**src/stq_pkg.sv**
```systemverilog
package stq_pkg;

	// Queue geometry
	localparam int DEPTH       = 16;
	localparam int IDX_W       = $clog2(DEPTH);
	localparam int CNT_W       = $clog2(DEPTH + 1);
	localparam int MAX_RESULTS = 16;
	localparam int NRES_W      = $clog2(MAX_RESULTS + 1);

	// Field widths
	localparam int TIME_W = 48;
	localparam int IVL_W  = 32;
	localparam int TAG_W  = 8;
	localparam int MUL_W  = 10;
	localparam int PROD_W = IVL_W + MUL_W;

	localparam logic [MUL_W-1:0]  US_PER_MS = MUL_W'(1000);
	localparam logic [TIME_W-1:0] TIME_MAX  = {TIME_W{1'b1}};

	typedef enum logic [1:0] {
		ACT_ADD    = 2'd0,
		ACT_REMOVE = 2'd1,
		ACT_EXPIRE = 2'd2
	} action_t;

	typedef enum logic [2:0] {
		ST_ADDED     = 3'd0,
		ST_FULL      = 3'd1,
		ST_REMOVED   = 3'd2,
		ST_NOT_FOUND = 3'd3,
		ST_EXPIRED   = 3'd4,
		ST_NONE      = 3'd5
	} status_t;

	// Ring pointer step with wrap at DEPTH
	function automatic logic [IDX_W-1:0] ptr_inc(input logic [IDX_W-1:0] p);
		return (p == IDX_W'(DEPTH - 1)) ? '0 : p + 1'b1;
	endfunction

	function automatic logic [IDX_W-1:0] ptr_dec(input logic [IDX_W-1:0] p);
		return (p == '0) ? IDX_W'(DEPTH - 1) : p - 1'b1;
	endfunction

endpackage

```
**src/sorted_timeout_queue_unit.sv**
```systemverilog
// Sorted timeout queue: up to DEPTH pending timeouts kept in ascending expiry order.
// Request channel (req_valid / req_stall): action, now_us, interval_ms, tag.
// A request is taken when req_valid is high and req_stall is low. req_stall stays
// high while a request is being worked on; one request is handled at a time.
// Result channel (rsp_valid / rsp_stall): status, out_tag, last. Results leave
// through one output register; a stalled result holds until taken, and the unit
// waits in place for the register to free up before it writes the next one.
// Entries sit in a ring buffer with one write and one registered read port; a
// small sequencer walks it, one entry per cycle while shifting for an add or a remove.
// Steps per request, up to the first result being registered:
//   add:    multiply, add and saturate, read, then shift up each queued entry
//           with expiry at or after the new one; full queue: straight to the result.
//   remove: read, then scan from the head to the match and shift the entries
//           behind it (not found: read, then scan every entry).
//   expire: a read and a compare per popped entry up to the final result; with several
//           pops the first result is registered at the second pop.
//   unused action code: taken, no result.
// Reset clears the entry count and ring pointers at once; the entry storage is
// not cleared, and the unit accepts requests right after reset.
module sorted_timeout_queue_unit (
	input  logic                         clk,
	input  logic                         arst_n,
	input  logic                         req_valid,
	output logic                         req_stall,
	input  logic [1:0]                   action,
	input  logic [stq_pkg::TIME_W-1:0]   now_us,
	input  logic [stq_pkg::IVL_W-1:0]    interval_ms,
	input  logic [stq_pkg::TAG_W-1:0]    tag,
	output logic                         rsp_valid,
	input  logic                         rsp_stall,
	output logic [2:0]                   status,
	output logic [stq_pkg::TAG_W-1:0]    out_tag,
	output logic                         last
);
	import stq_pkg::*;

	typedef enum logic [3:0] {
		S_IDLE,
		S_ADD_MUL,
		S_ADD_SUM,
		S_ADD_CMP,
		S_ADD_PUT,
		S_RM_RD,
		S_RM_CMP,
		S_RM_SHIFT,
		S_EX_RD,
		S_EX_CMP,
		S_EMIT
	} state_t;

	state_t              state_q;
	logic [CNT_W-1:0]    count_q;
	logic [IDX_W-1:0]    head_q;
	logic [IDX_W-1:0]    tail_q;
	logic [IDX_W-1:0]    ra_q;
	logic [IDX_W-1:0]    put_q;
	logic [IDX_W-1:0]    k_q;
	logic [NRES_W-1:0]   nres_q;
	logic                pend_q;
	logic [TAG_W-1:0]    pend_tag_q;

	logic [TIME_W-1:0]   now_q;
	logic [IVL_W-1:0]    ivl_q;
	logic [TAG_W-1:0]    tag_q;
	logic [PROD_W-1:0]   prod_q;
	logic [TIME_W-1:0]   when_q;
	status_t             res_status_q;
	logic [TAG_W-1:0]    res_tag_q;

	logic                out_valid_q;
	status_t             out_status_q;
	logic [TAG_W-1:0]    out_tag_q;
	logic                out_last_q;

	// Entry storage and its registered read data
	logic [TIME_W-1:0]   exp_mem [DEPTH];
	logic [TAG_W-1:0]    tag_mem [DEPTH];
	logic [TIME_W-1:0]   rd_exp_q;
	logic [TAG_W-1:0]    rd_tag_q;

	logic [IDX_W-1:0]    raddr;
	logic                we;
	logic [IDX_W-1:0]    waddr;
	logic [TIME_W-1:0]   wexp;
	logic [TAG_W-1:0]    wtag;

	logic [TIME_W:0]     sum_c;
	logic                out_free;
	logic                out_load;
	logic                add_shift;
	logic                k_last;
	logic                rm_match;
	logic                due;

	assign req_stall = (state_q != S_IDLE);
	assign rsp_valid = out_valid_q;
	assign status    = out_status_q;
	assign out_tag   = out_tag_q;
	assign last      = out_last_q;

	assign out_free  = !out_valid_q || !rsp_stall;
	assign sum_c     = {1'b0, now_q} + (TIME_W + 1)'(prod_q);
	assign add_shift = (rd_exp_q >= when_q);
	assign k_last    = ((CNT_W'(k_q) + 1'b1) == count_q);
	assign rm_match  = (rd_tag_q == tag_q);
	assign due       = (count_q != '0) && (nres_q < NRES_W'(MAX_RESULTS)) && (rd_exp_q < now_q);

	// Sequencer writes a new result into the output register this cycle
	assign out_load  = out_free && ((state_q == S_EMIT) ||
		((state_q == S_EX_CMP) && (!due || pend_q)));

	// Memory port control
	always_comb begin
		raddr = head_q;
		we    = 1'b0;
		waddr = put_q;
		wexp  = when_q;
		wtag  = tag_q;
		unique case (state_q)
			S_ADD_SUM: begin
				raddr = ptr_dec(tail_q);
			end
			S_ADD_CMP: begin
				// shift the examined entry up one slot, or drop the new one in above it
				we    = 1'b1;
				waddr = ptr_inc(ra_q);
				raddr = ptr_dec(ra_q);
				if (add_shift) begin
					wexp = rd_exp_q;
					wtag = rd_tag_q;
				end
			end
			S_ADD_PUT: begin
				we = 1'b1;
			end
			S_RM_CMP: begin
				raddr = ptr_inc(ra_q);
			end
			S_RM_SHIFT: begin
				we    = 1'b1;
				waddr = ptr_dec(ra_q);
				wexp  = rd_exp_q;
				wtag  = rd_tag_q;
				raddr = ptr_inc(ra_q);
			end
			default: begin
				raddr = head_q;
			end
		endcase
	end

	always_ff @(posedge clk) begin
		rd_exp_q <= exp_mem[raddr];
		rd_tag_q <= tag_mem[raddr];
		if (we) begin
			exp_mem[waddr] <= wexp;
			tag_mem[waddr] <= wtag;
		end
	end

	// Sequencer and output register
	always_ff @(posedge clk or negedge arst_n) begin
		if (!arst_n) begin
			state_q      <= S_IDLE;
			count_q      <= '0;
			head_q       <= '0;
			tail_q       <= '0;
			ra_q         <= '0;
			put_q        <= '0;
			k_q          <= '0;
			nres_q       <= '0;
			pend_q       <= 1'b0;
			pend_tag_q   <= '0;
			now_q        <= '0;
			ivl_q        <= '0;
			tag_q        <= '0;
			prod_q       <= '0;
			when_q       <= '0;
			res_status_q <= ST_NONE;
			res_tag_q    <= '0;
			out_valid_q  <= 1'b0;
			out_status_q <= ST_NONE;
			out_tag_q    <= '0;
			out_last_q   <= 1'b0;
		end else begin
			// output register empties once taken, unless a new result lands
			if (out_valid_q && !rsp_stall && !out_load) begin
				out_valid_q <= 1'b0;
			end

			unique case (state_q)
				S_IDLE: begin
					if (req_valid) begin
						now_q <= now_us;
						ivl_q <= interval_ms;
						tag_q <= tag;
						priority case (action)
							ACT_ADD: begin
								if (count_q == CNT_W'(DEPTH)) begin
									res_status_q <= ST_FULL;
									res_tag_q    <= tag;
									state_q      <= S_EMIT;
								end else begin
									state_q <= S_ADD_MUL;
								end
							end
							ACT_REMOVE: state_q <= S_RM_RD;
							ACT_EXPIRE: begin
								nres_q  <= '0;
								pend_q  <= 1'b0;
								state_q <= S_EX_RD;
							end
							default: state_q <= S_IDLE;
						endcase
					end
				end

				S_ADD_MUL: begin
					prod_q  <= PROD_W'(ivl_q) * PROD_W'(US_PER_MS);
					state_q <= S_ADD_SUM;
				end

				S_ADD_SUM: begin
					when_q <= sum_c[TIME_W] ? TIME_MAX : sum_c[TIME_W-1:0];
					if (count_q == '0) begin
						put_q   <= tail_q;
						state_q <= S_ADD_PUT;
					end else begin
						ra_q    <= ptr_dec(tail_q);
						k_q     <= IDX_W'(count_q - 1'b1);
						state_q <= S_ADD_CMP;
					end
				end

				S_ADD_CMP: begin
					// walk down from the tail while entries expire at or after the new one
					if (add_shift) begin
						if (k_q == '0) begin
							put_q   <= ra_q;
							state_q <= S_ADD_PUT;
						end else begin
							ra_q <= ptr_dec(ra_q);
							k_q  <= k_q - 1'b1;
						end
					end else begin
						count_q      <= count_q + 1'b1;
						tail_q       <= ptr_inc(tail_q);
						res_status_q <= ST_ADDED;
						res_tag_q    <= tag_q;
						state_q      <= S_EMIT;
					end
				end

				S_ADD_PUT: begin
					count_q      <= count_q + 1'b1;
					tail_q       <= ptr_inc(tail_q);
					res_status_q <= ST_ADDED;
					res_tag_q    <= tag_q;
					state_q      <= S_EMIT;
				end

				S_RM_RD: begin
					res_tag_q <= tag_q;
					if (count_q == '0) begin
						res_status_q <= ST_NOT_FOUND;
						state_q      <= S_EMIT;
					end else begin
						ra_q    <= head_q;
						k_q     <= '0;
						state_q <= S_RM_CMP;
					end
				end

				S_RM_CMP: begin
					// scan from the head for the first matching tag
					if (rm_match && k_last) begin
						count_q      <= count_q - 1'b1;
						tail_q       <= ptr_dec(tail_q);
						res_status_q <= ST_REMOVED;
						state_q      <= S_EMIT;
					end else if (!rm_match && k_last) begin
						res_status_q <= ST_NOT_FOUND;
						state_q      <= S_EMIT;
					end else begin
						ra_q <= ptr_inc(ra_q);
						k_q  <= k_q + 1'b1;
						if (rm_match) begin
							state_q <= S_RM_SHIFT;
						end
					end
				end

				S_RM_SHIFT: begin
					// close the gap: each later entry moves down one slot
					if (k_last) begin
						count_q      <= count_q - 1'b1;
						tail_q       <= ptr_dec(tail_q);
						res_status_q <= ST_REMOVED;
						state_q      <= S_EMIT;
					end else begin
						ra_q <= ptr_inc(ra_q);
						k_q  <= k_q + 1'b1;
					end
				end

				S_EX_RD: begin
					state_q <= S_EX_CMP;
				end

				S_EX_CMP: begin
					// one popped tag is held back until we know whether it is the last
					if (due) begin
						if (!pend_q || out_free) begin
							if (pend_q) begin
								out_valid_q  <= 1'b1;
								out_status_q <= ST_EXPIRED;
								out_tag_q    <= pend_tag_q;
								out_last_q   <= 1'b0;
							end
							pend_q     <= 1'b1;
							pend_tag_q <= rd_tag_q;
							nres_q     <= nres_q + 1'b1;
							head_q     <= ptr_inc(head_q);
							count_q    <= count_q - 1'b1;
							state_q    <= S_EX_RD;
						end
					end else if (out_free) begin
						out_valid_q  <= 1'b1;
						out_status_q <= pend_q ? ST_EXPIRED : ST_NONE;
						out_tag_q    <= pend_q ? pend_tag_q : '0;
						out_last_q   <= 1'b1;
						pend_q       <= 1'b0;
						state_q      <= S_IDLE;
					end
				end

				S_EMIT: begin
					if (out_free) begin
						out_valid_q  <= 1'b1;
						out_status_q <= res_status_q;
						out_tag_q    <= res_tag_q;
						out_last_q   <= 1'b1;
						state_q      <= S_IDLE;
					end
				end

				default: state_q <= S_IDLE;
			endcase
		end
	end

endmodule
```
**config.mk**
```make
export PLATFORM = sky130hd
export DESIGN_NAME = sorted_timeout_queue_unit
export DESIGN_NICKNAME = d
export VERILOG_FILES = /design/src/stq_pkg.sv /design/src/sorted_timeout_queue_unit.sv
export SDC_FILE = /design/constraint.sdc
export NUM_CORES = 2
export LEC_CHECK = 0
export ABC_AREA = 1
export ABC_CLOCK_PERIOD_IN_PS = 5020
export BUFFER_PORTS_ARGS = -buffer_cell sky130_fd_sc_hd__buf_2
export CORE_MARGIN = 10
export CORE_UTILIZATION = 45
export CTS_BUF_LIST = sky130_fd_sc_hd__clkbuf_4 sky130_fd_sc_hd__clkbuf_8
export DETAILED_ROUTE_END_ITERATION = 7
export SLEW_MARGIN = 15
export SYNTH_ARGS = -nofsm -noshare
export SYNTH_HDL_FRONTEND = slang
export SYNTH_SLANG_ARGS = --single-unit
```
**constraint.sdc**
```tcl
create_clock -name clk -period 5.02 [get_ports clk]
set_input_delay 0 -clock clk [delete_from_list [all_inputs] [get_ports clk]]
set_output_delay 0 -clock clk [all_outputs]
set_load 0.03 [all_outputs]
```
# == Yosys cells after proc, flatten, opt, wreduce, memory -nomap -nowiden ==
# Memory sizes are Yosys's and may differ from the RTL's. A register that Yosys moved wholly into a read port is not among the register bits.
# Cells that the tools add are included.
# classes
n_addsub,12
mul,1
magnitude_cmp,3
n_eq_ne,44
muxes,110
reduce_logical,50
# op_table
op,count
4-bit 2-to-1 mux,37
48-bit 2-to-1 mux,2
48-bit one-hot mux with 2 select lines,1
8-bit 2-to-1 mux,11
48-bit by 42-bit adder with 49-bit output,1
48-bit >= comparator,1
48-bit less-than comparator,1
5-bit 2-to-1 mux,9
4-bit one-hot mux with 11 select lines,1
3-bit 2-to-1 mux,14
4-bit one-hot mux with 5 select lines,2
32-bit by 7-bit multiplier with 39-bit output (second input constant),1
2-bit != test (second input constant),17
8-bit one-hot mux with 2 select lines,2
5-bit one-hot mux with 5 select lines,1
5-bit AND reduction,5
4-bit == test (second input constant),6
4-bit one-hot mux with 3 select lines,2
8-bit one-hot mux with 3 select lines,1
1-bit 2-to-1 mux,18
3-bit one-hot mux with 6 select lines,1
4-bit by 1-bit adder with 4-bit output (second input constant),4
4-bit by 3-bit == test with 1-bit output (second input constant),4
4-bit logical NOT,4
other kinds (38),74
# word_totals
reg_bits,242
ramBits,896
in_bits,94
out_inout_bits,14
word_cells,243
mem_count,2
# memory_table
memory,depth,word_bits,read_ports,rd_ports_with_merged_regs,wr,line,source
exp_mem,16,48,1,1,1,sorted_timeout_queue_unit.sv:76,logic [TIME_W-1:0] exp_mem [DEPTH];
tag_mem,16,8,1,1,1,sorted_timeout_queue_unit.sv:77,logic [TAG_W-1:0] tag_mem [DEPTH];

# == Longest topological paths before layout ==
# logic_depth
ltp_word,15
mapped_depth,20
mapped_depth_nobuf,20

# == Least setup slack after synthesis ==
# Ideal clock, no wire load.
# synth_timing
kind,register -> register
start,register state_q[3]
end,"memory exp_mem[11][0], enable pin"
setup_time_ns,0.470
arrival_ns,4.015
setup_slack_ns,0.535
stages_incl_launch_ff,11
period_less_slack_ns,4.485
cell_sequence,dfrtp_1 -> nor2_1 -> inv_2 -> nor2_1 -> inv_1 -> clkbuf_1 -> o221ai_1 -> o21ai_0 -> inv_1 -> nand2_1 -> nor2_1
# synth_between
elab_chain_cells,5
# synth_lines
item,line,source
from (decl),sorted_timeout_queue_unit.sv:51,state_t state_q;
from (signal assigned),sorted_timeout_queue_unit.sv:164,state_q <= S_IDLE;
from (signal assigned),sorted_timeout_queue_unit.sv:202,state_q <= S_EMIT;
from (signal assigned),sorted_timeout_queue_unit.sv:204,state_q <= S_ADD_MUL;
4-bit by 3-bit == test with 1-bit output or 4-bit by 2-bit == test with 1-bit output (tied branches),sorted_timeout_queue_unit.sv:119,unique case (state_q)
3-bit OR reduction (no source line),--,
1-bit 2-to-1 mux,sorted_timeout_queue_unit.sv:119,
1-bit 2-to-1 mux,sorted_timeout_queue_unit.sv:155,if (we) begin
1-bit 2-to-1 mux (not written as such),sorted_timeout_queue_unit.sv:156,exp_mem[waddr] <= wexp;
to (decl),sorted_timeout_queue_unit.sv:76,
# Parallel ways exist; a longest one is shown, timed or not.

# == Worst setup path after layout ==
# layout_timing
start,register ivl_q[0]
end,register prod_q[24]
# layout_between
elab_chain_cells,1
# layout_lines
item,line,source
from (decl),sorted_timeout_queue_unit.sv:63,logic [IVL_W-1:0] ivl_q;
from (signal assigned),sorted_timeout_queue_unit.sv:195,ivl_q <= interval_ms;
32-bit by 7-bit multiplier with 39-bit output,sorted_timeout_queue_unit.sv:219,prod_q <= PROD_W'(ivl_q) * PROD_W'(US_PER_MS);
to (signal assigned),sorted_timeout_queue_unit.sv:219,
to (decl),sorted_timeout_queue_unit.sv:65,logic [PROD_W-1:0] prod_q;
# Every way passes these cells.
# A chain may end at the register's enable or synchronous reset.

==> results.cfg <==
[cts]
cts_resized = 0
clk_root_buffer_cell = sky130_fd_sc_hd__clkbuf_8
cts_buffers = 200
htreeDepth = 4
post-cts-setup-buffers = 0
cts.sink_count = 1194
cts_tree = built
worstSkewPairLatency_ps = 940
cts_buffer_depth = 3
clkTransAtPathRegs_ps = 70
cts-hold-fix-buffers = 319

[floorplan]
core_area_sq_um = 134000
initial_utilization_pct = 45.5
die_w_um = 388
die_area_sq_um = 150000
rows = 134
ios = 108
die_h_um = 388

[sta]
worst-slew-pin-transition_ps = 1080
timing.final.setup_violations = 0
finalHoldViolations = 0
relSlewSlack_pct = 27.7
period_minus_slack_ps = 4750
maxSlewViolCount = 0
final_min_period_over_clock_period_pct = 94.7
clock-skew-final_ps = 55.1
clock.fmax_mhz = 210
setup-tns-final_ps = 0
finalHoldWorstSlack_ps = 91.0
grt_setup_unrepaired = false

[finish]
utilization_pct = 53.4
area_delta_synth_final_pct = 17.4
stdcell_count = 8835
design.final.nets = 7337
post_route_cells_drive_above_1_share_pct = 9.04

[placed_design]
port_buffers = 107
number_of_instances_in_the_placed_design = 8137
gpl.final_weighted_congestion = 0.963
place_hpwl_um = 114000

[logic_synthesis]
synthTopCellsByCount = 1882 x sky130_fd_sc_hd__nand2_1, 896 x sky130_fd_sc_hd__edfxtp_1, 806 x sky130_fd_sc_hd__nand3_1
synth_flop_cell = sky130_fd_sc_hd__edfxtp_1
area_share_of_the_largest_cell_type_after_synthesis_pct = 44.2
syn_nets = 6860
synth-edff-count = 896
synthCells = 6413
async_reset_ff_share_pct = 20.3
post_synth_instance_area_sq_um = 60900
mean_cell_area_of_the_mapped_netlist_sq_um = 9.50
synth-seq-cells = 1194
yosys.area.top_type = sky130_fd_sc_hd__edfxtp_1
ys_warn_count = 0
yosys.cell_count.top_type = sky130_fd_sc_hd__nand2_1
synth_seq_area_share_pct = 56.0
post_synth_cell_types = 49
synth.top_cells.by_area = sky130_fd_sc_hd__edfxtp_1 44%, sky130_fd_sc_hd__nand2_1 12%, sky130_fd_sc_hd__dfrtp_1 9.8%

[worst_setup_path]
startpoint = ivl_q[0]
cp-endpoint = prod_q[24]
crit_required_ps = 5820
start_kind = register
crit_path_kind = reg2reg
flop2flop_setup_slack_ps = 270
worstRegToRegCells = 14
worst-path-max-fanout = 5
type_of_destination_of_the_critical_path = register
r2r-start = ivl_q[0]
worst_ep_arrival_time_ps = 5560
reg2reg_to = prod_q[24]

[worst_hold_path]
holdCritPathClass = in2reg

[global_routing]
grt_start_max_net_pins = 176
grt_antenna_before_repair = 4
grt_pass1_vias = 46700
grt_pass1_wl_um = 283000
grt_overflow = 0
globalRouteTotalUtil_pct = 24.2

[run]
maxCapViolCount = 0

[run_status]
outcome = finished, final reports clean

[detailed_routing]
avgViaCountPerCell = 5.35
length_of_the_first_detailed_routing_pass_in_iterations = 6
detail_route.drc_violations = 0
drt.antenna.violating_nets = 0
drtIter0Drc = 3962
routed_wirelength_um = 185000
route.vias.total = 47300
route.detailed.wl_per_inst_um = 20.9
==> worst min-delay path by stage <==
stage,startpoint,to,slack (ps),cells after the start
final,tag[6],res_tag_q[6],90,4
after detailed placement,arst_n,pend_tag_q[3],-70,1
after floorplan,arst_n,count_q[0],-300,0
after CTS,tag[1],res_tag_q[1],7,4
after global routing,tag[6],res_tag_q[6],100,4
after global placement,arst_n,pend_tag_q[2],-80,1
==> logic make-up after synthesis <==
family / share of synthesized area (%)
compound gates: 6.87
xor+xnor: 1.04
fa+ha+maj: 8.73
buf+inv: 6.37
flops: 56.0
mux: 0.0986
simple gates: 20.9
==> metrics by stage <==
step | setup WS, ps | cell area (sq um)
final | 265 | 71500
after global routing | 48.6 | 71500
after CTS | 315 | 71500
after detailed placement | 281 | 64000
after global placement | 453 | 64000
after floorplan | 535 | 60900
==> layer usage <==
metal  routed length [um]  share of wire (%)  vias to the layer above  track usage (%)
met5                   11             0.0059                        -                0
li1                     -                  -                    22400                -
met4                 4980                2.7                        2             7.40
met3                10700                5.8                      284             3.27
met2                87900                 48                     1494             40.1
met1                81300                 44                    23000             32.9
==> state kept, by name, indices dropped and copies added, names as in the netlist, 3 cells and up <==
register	count
tag_mem	128
when_q	48
rd_exp_q	48
ra_q	4
nres_q	5
head_q	4
pend_tag_q	8
prod_q	39
exp_mem	768
now_q	48
status	3
state_q	4
k_q	4
count_q	5
res_tag_q	8
rd_tag_q	8
ivl_q	32
res_status_q	3
tail_q	4
put_q	4
out_tag	8
tag_q	8
==> cell usage in the layout (no fill, tap or decap), drive strengths merged, types with 2 or more instances in the layout <==
cell and n:
nand2 1884, edfxtp 896, nand3 806, inv 718
dlygate4sd3 318, nor2 314, clkbuf 313, o21ai 302
dfrtp 238, buf 236, ha 233, a21oi 172
o211ai 152, fa 120, dfxtp 56, clkinv 48
xor2 43, xnor2 29, nand4 28, a31oi 23
nor3 22, a21o 15, o22ai 15, a22oi 15
o21bai 11, or2 10, nor4 6, mux2i 6
clkinvlp 6, bufinv 5, nand3b 4, dfstp 4
o221ai 3, a21boi 3, a211oi 3, diode 2
and3 2
==> area by class of cell <==
type | count | area [sq um]
Multi-Input combinational cell | 4227 | 23100
Sequential cell | 1194 | 34100
Inverter | 713 | 2680
Tap cell | 1768 | 2210
Clock inverter | 64 | 524
Antenna cell | 2 | 5.00
Clock buffer | 313 | 3760
Fill cell | 11900 | 62500
Timing Repair Buffer | 554 | 5070
==> worst max-delay path, stage by stage, from the launching register on <==
cell and delay [ps]:
sky130_fd_sc_hd__dfrtp_1 450, sky130_fd_sc_hd__fa_1 600, sky130_fd_sc_hd__inv_1 70, sky130_fd_sc_hd__fa_1 530
sky130_fd_sc_hd__fa_1 440, sky130_fd_sc_hd__fa_1 520, sky130_fd_sc_hd__inv_1 50, sky130_fd_sc_hd__ha_1 350
sky130_fd_sc_hd__o21ai_0 400, sky130_fd_sc_hd__o21ai_0 300, sky130_fd_sc_hd__a21oi_1 310, sky130_fd_sc_hd__o21ai_0 200
sky130_fd_sc_hd__or2_2 320, sky130_fd_sc_hd__nand3_1 70, sky130_fd_sc_hd__nand2_1 50
Power is left out: the tool's default activity adds up to more than one toggle a clock period on the data nets, which glitch-free logic cannot reach.
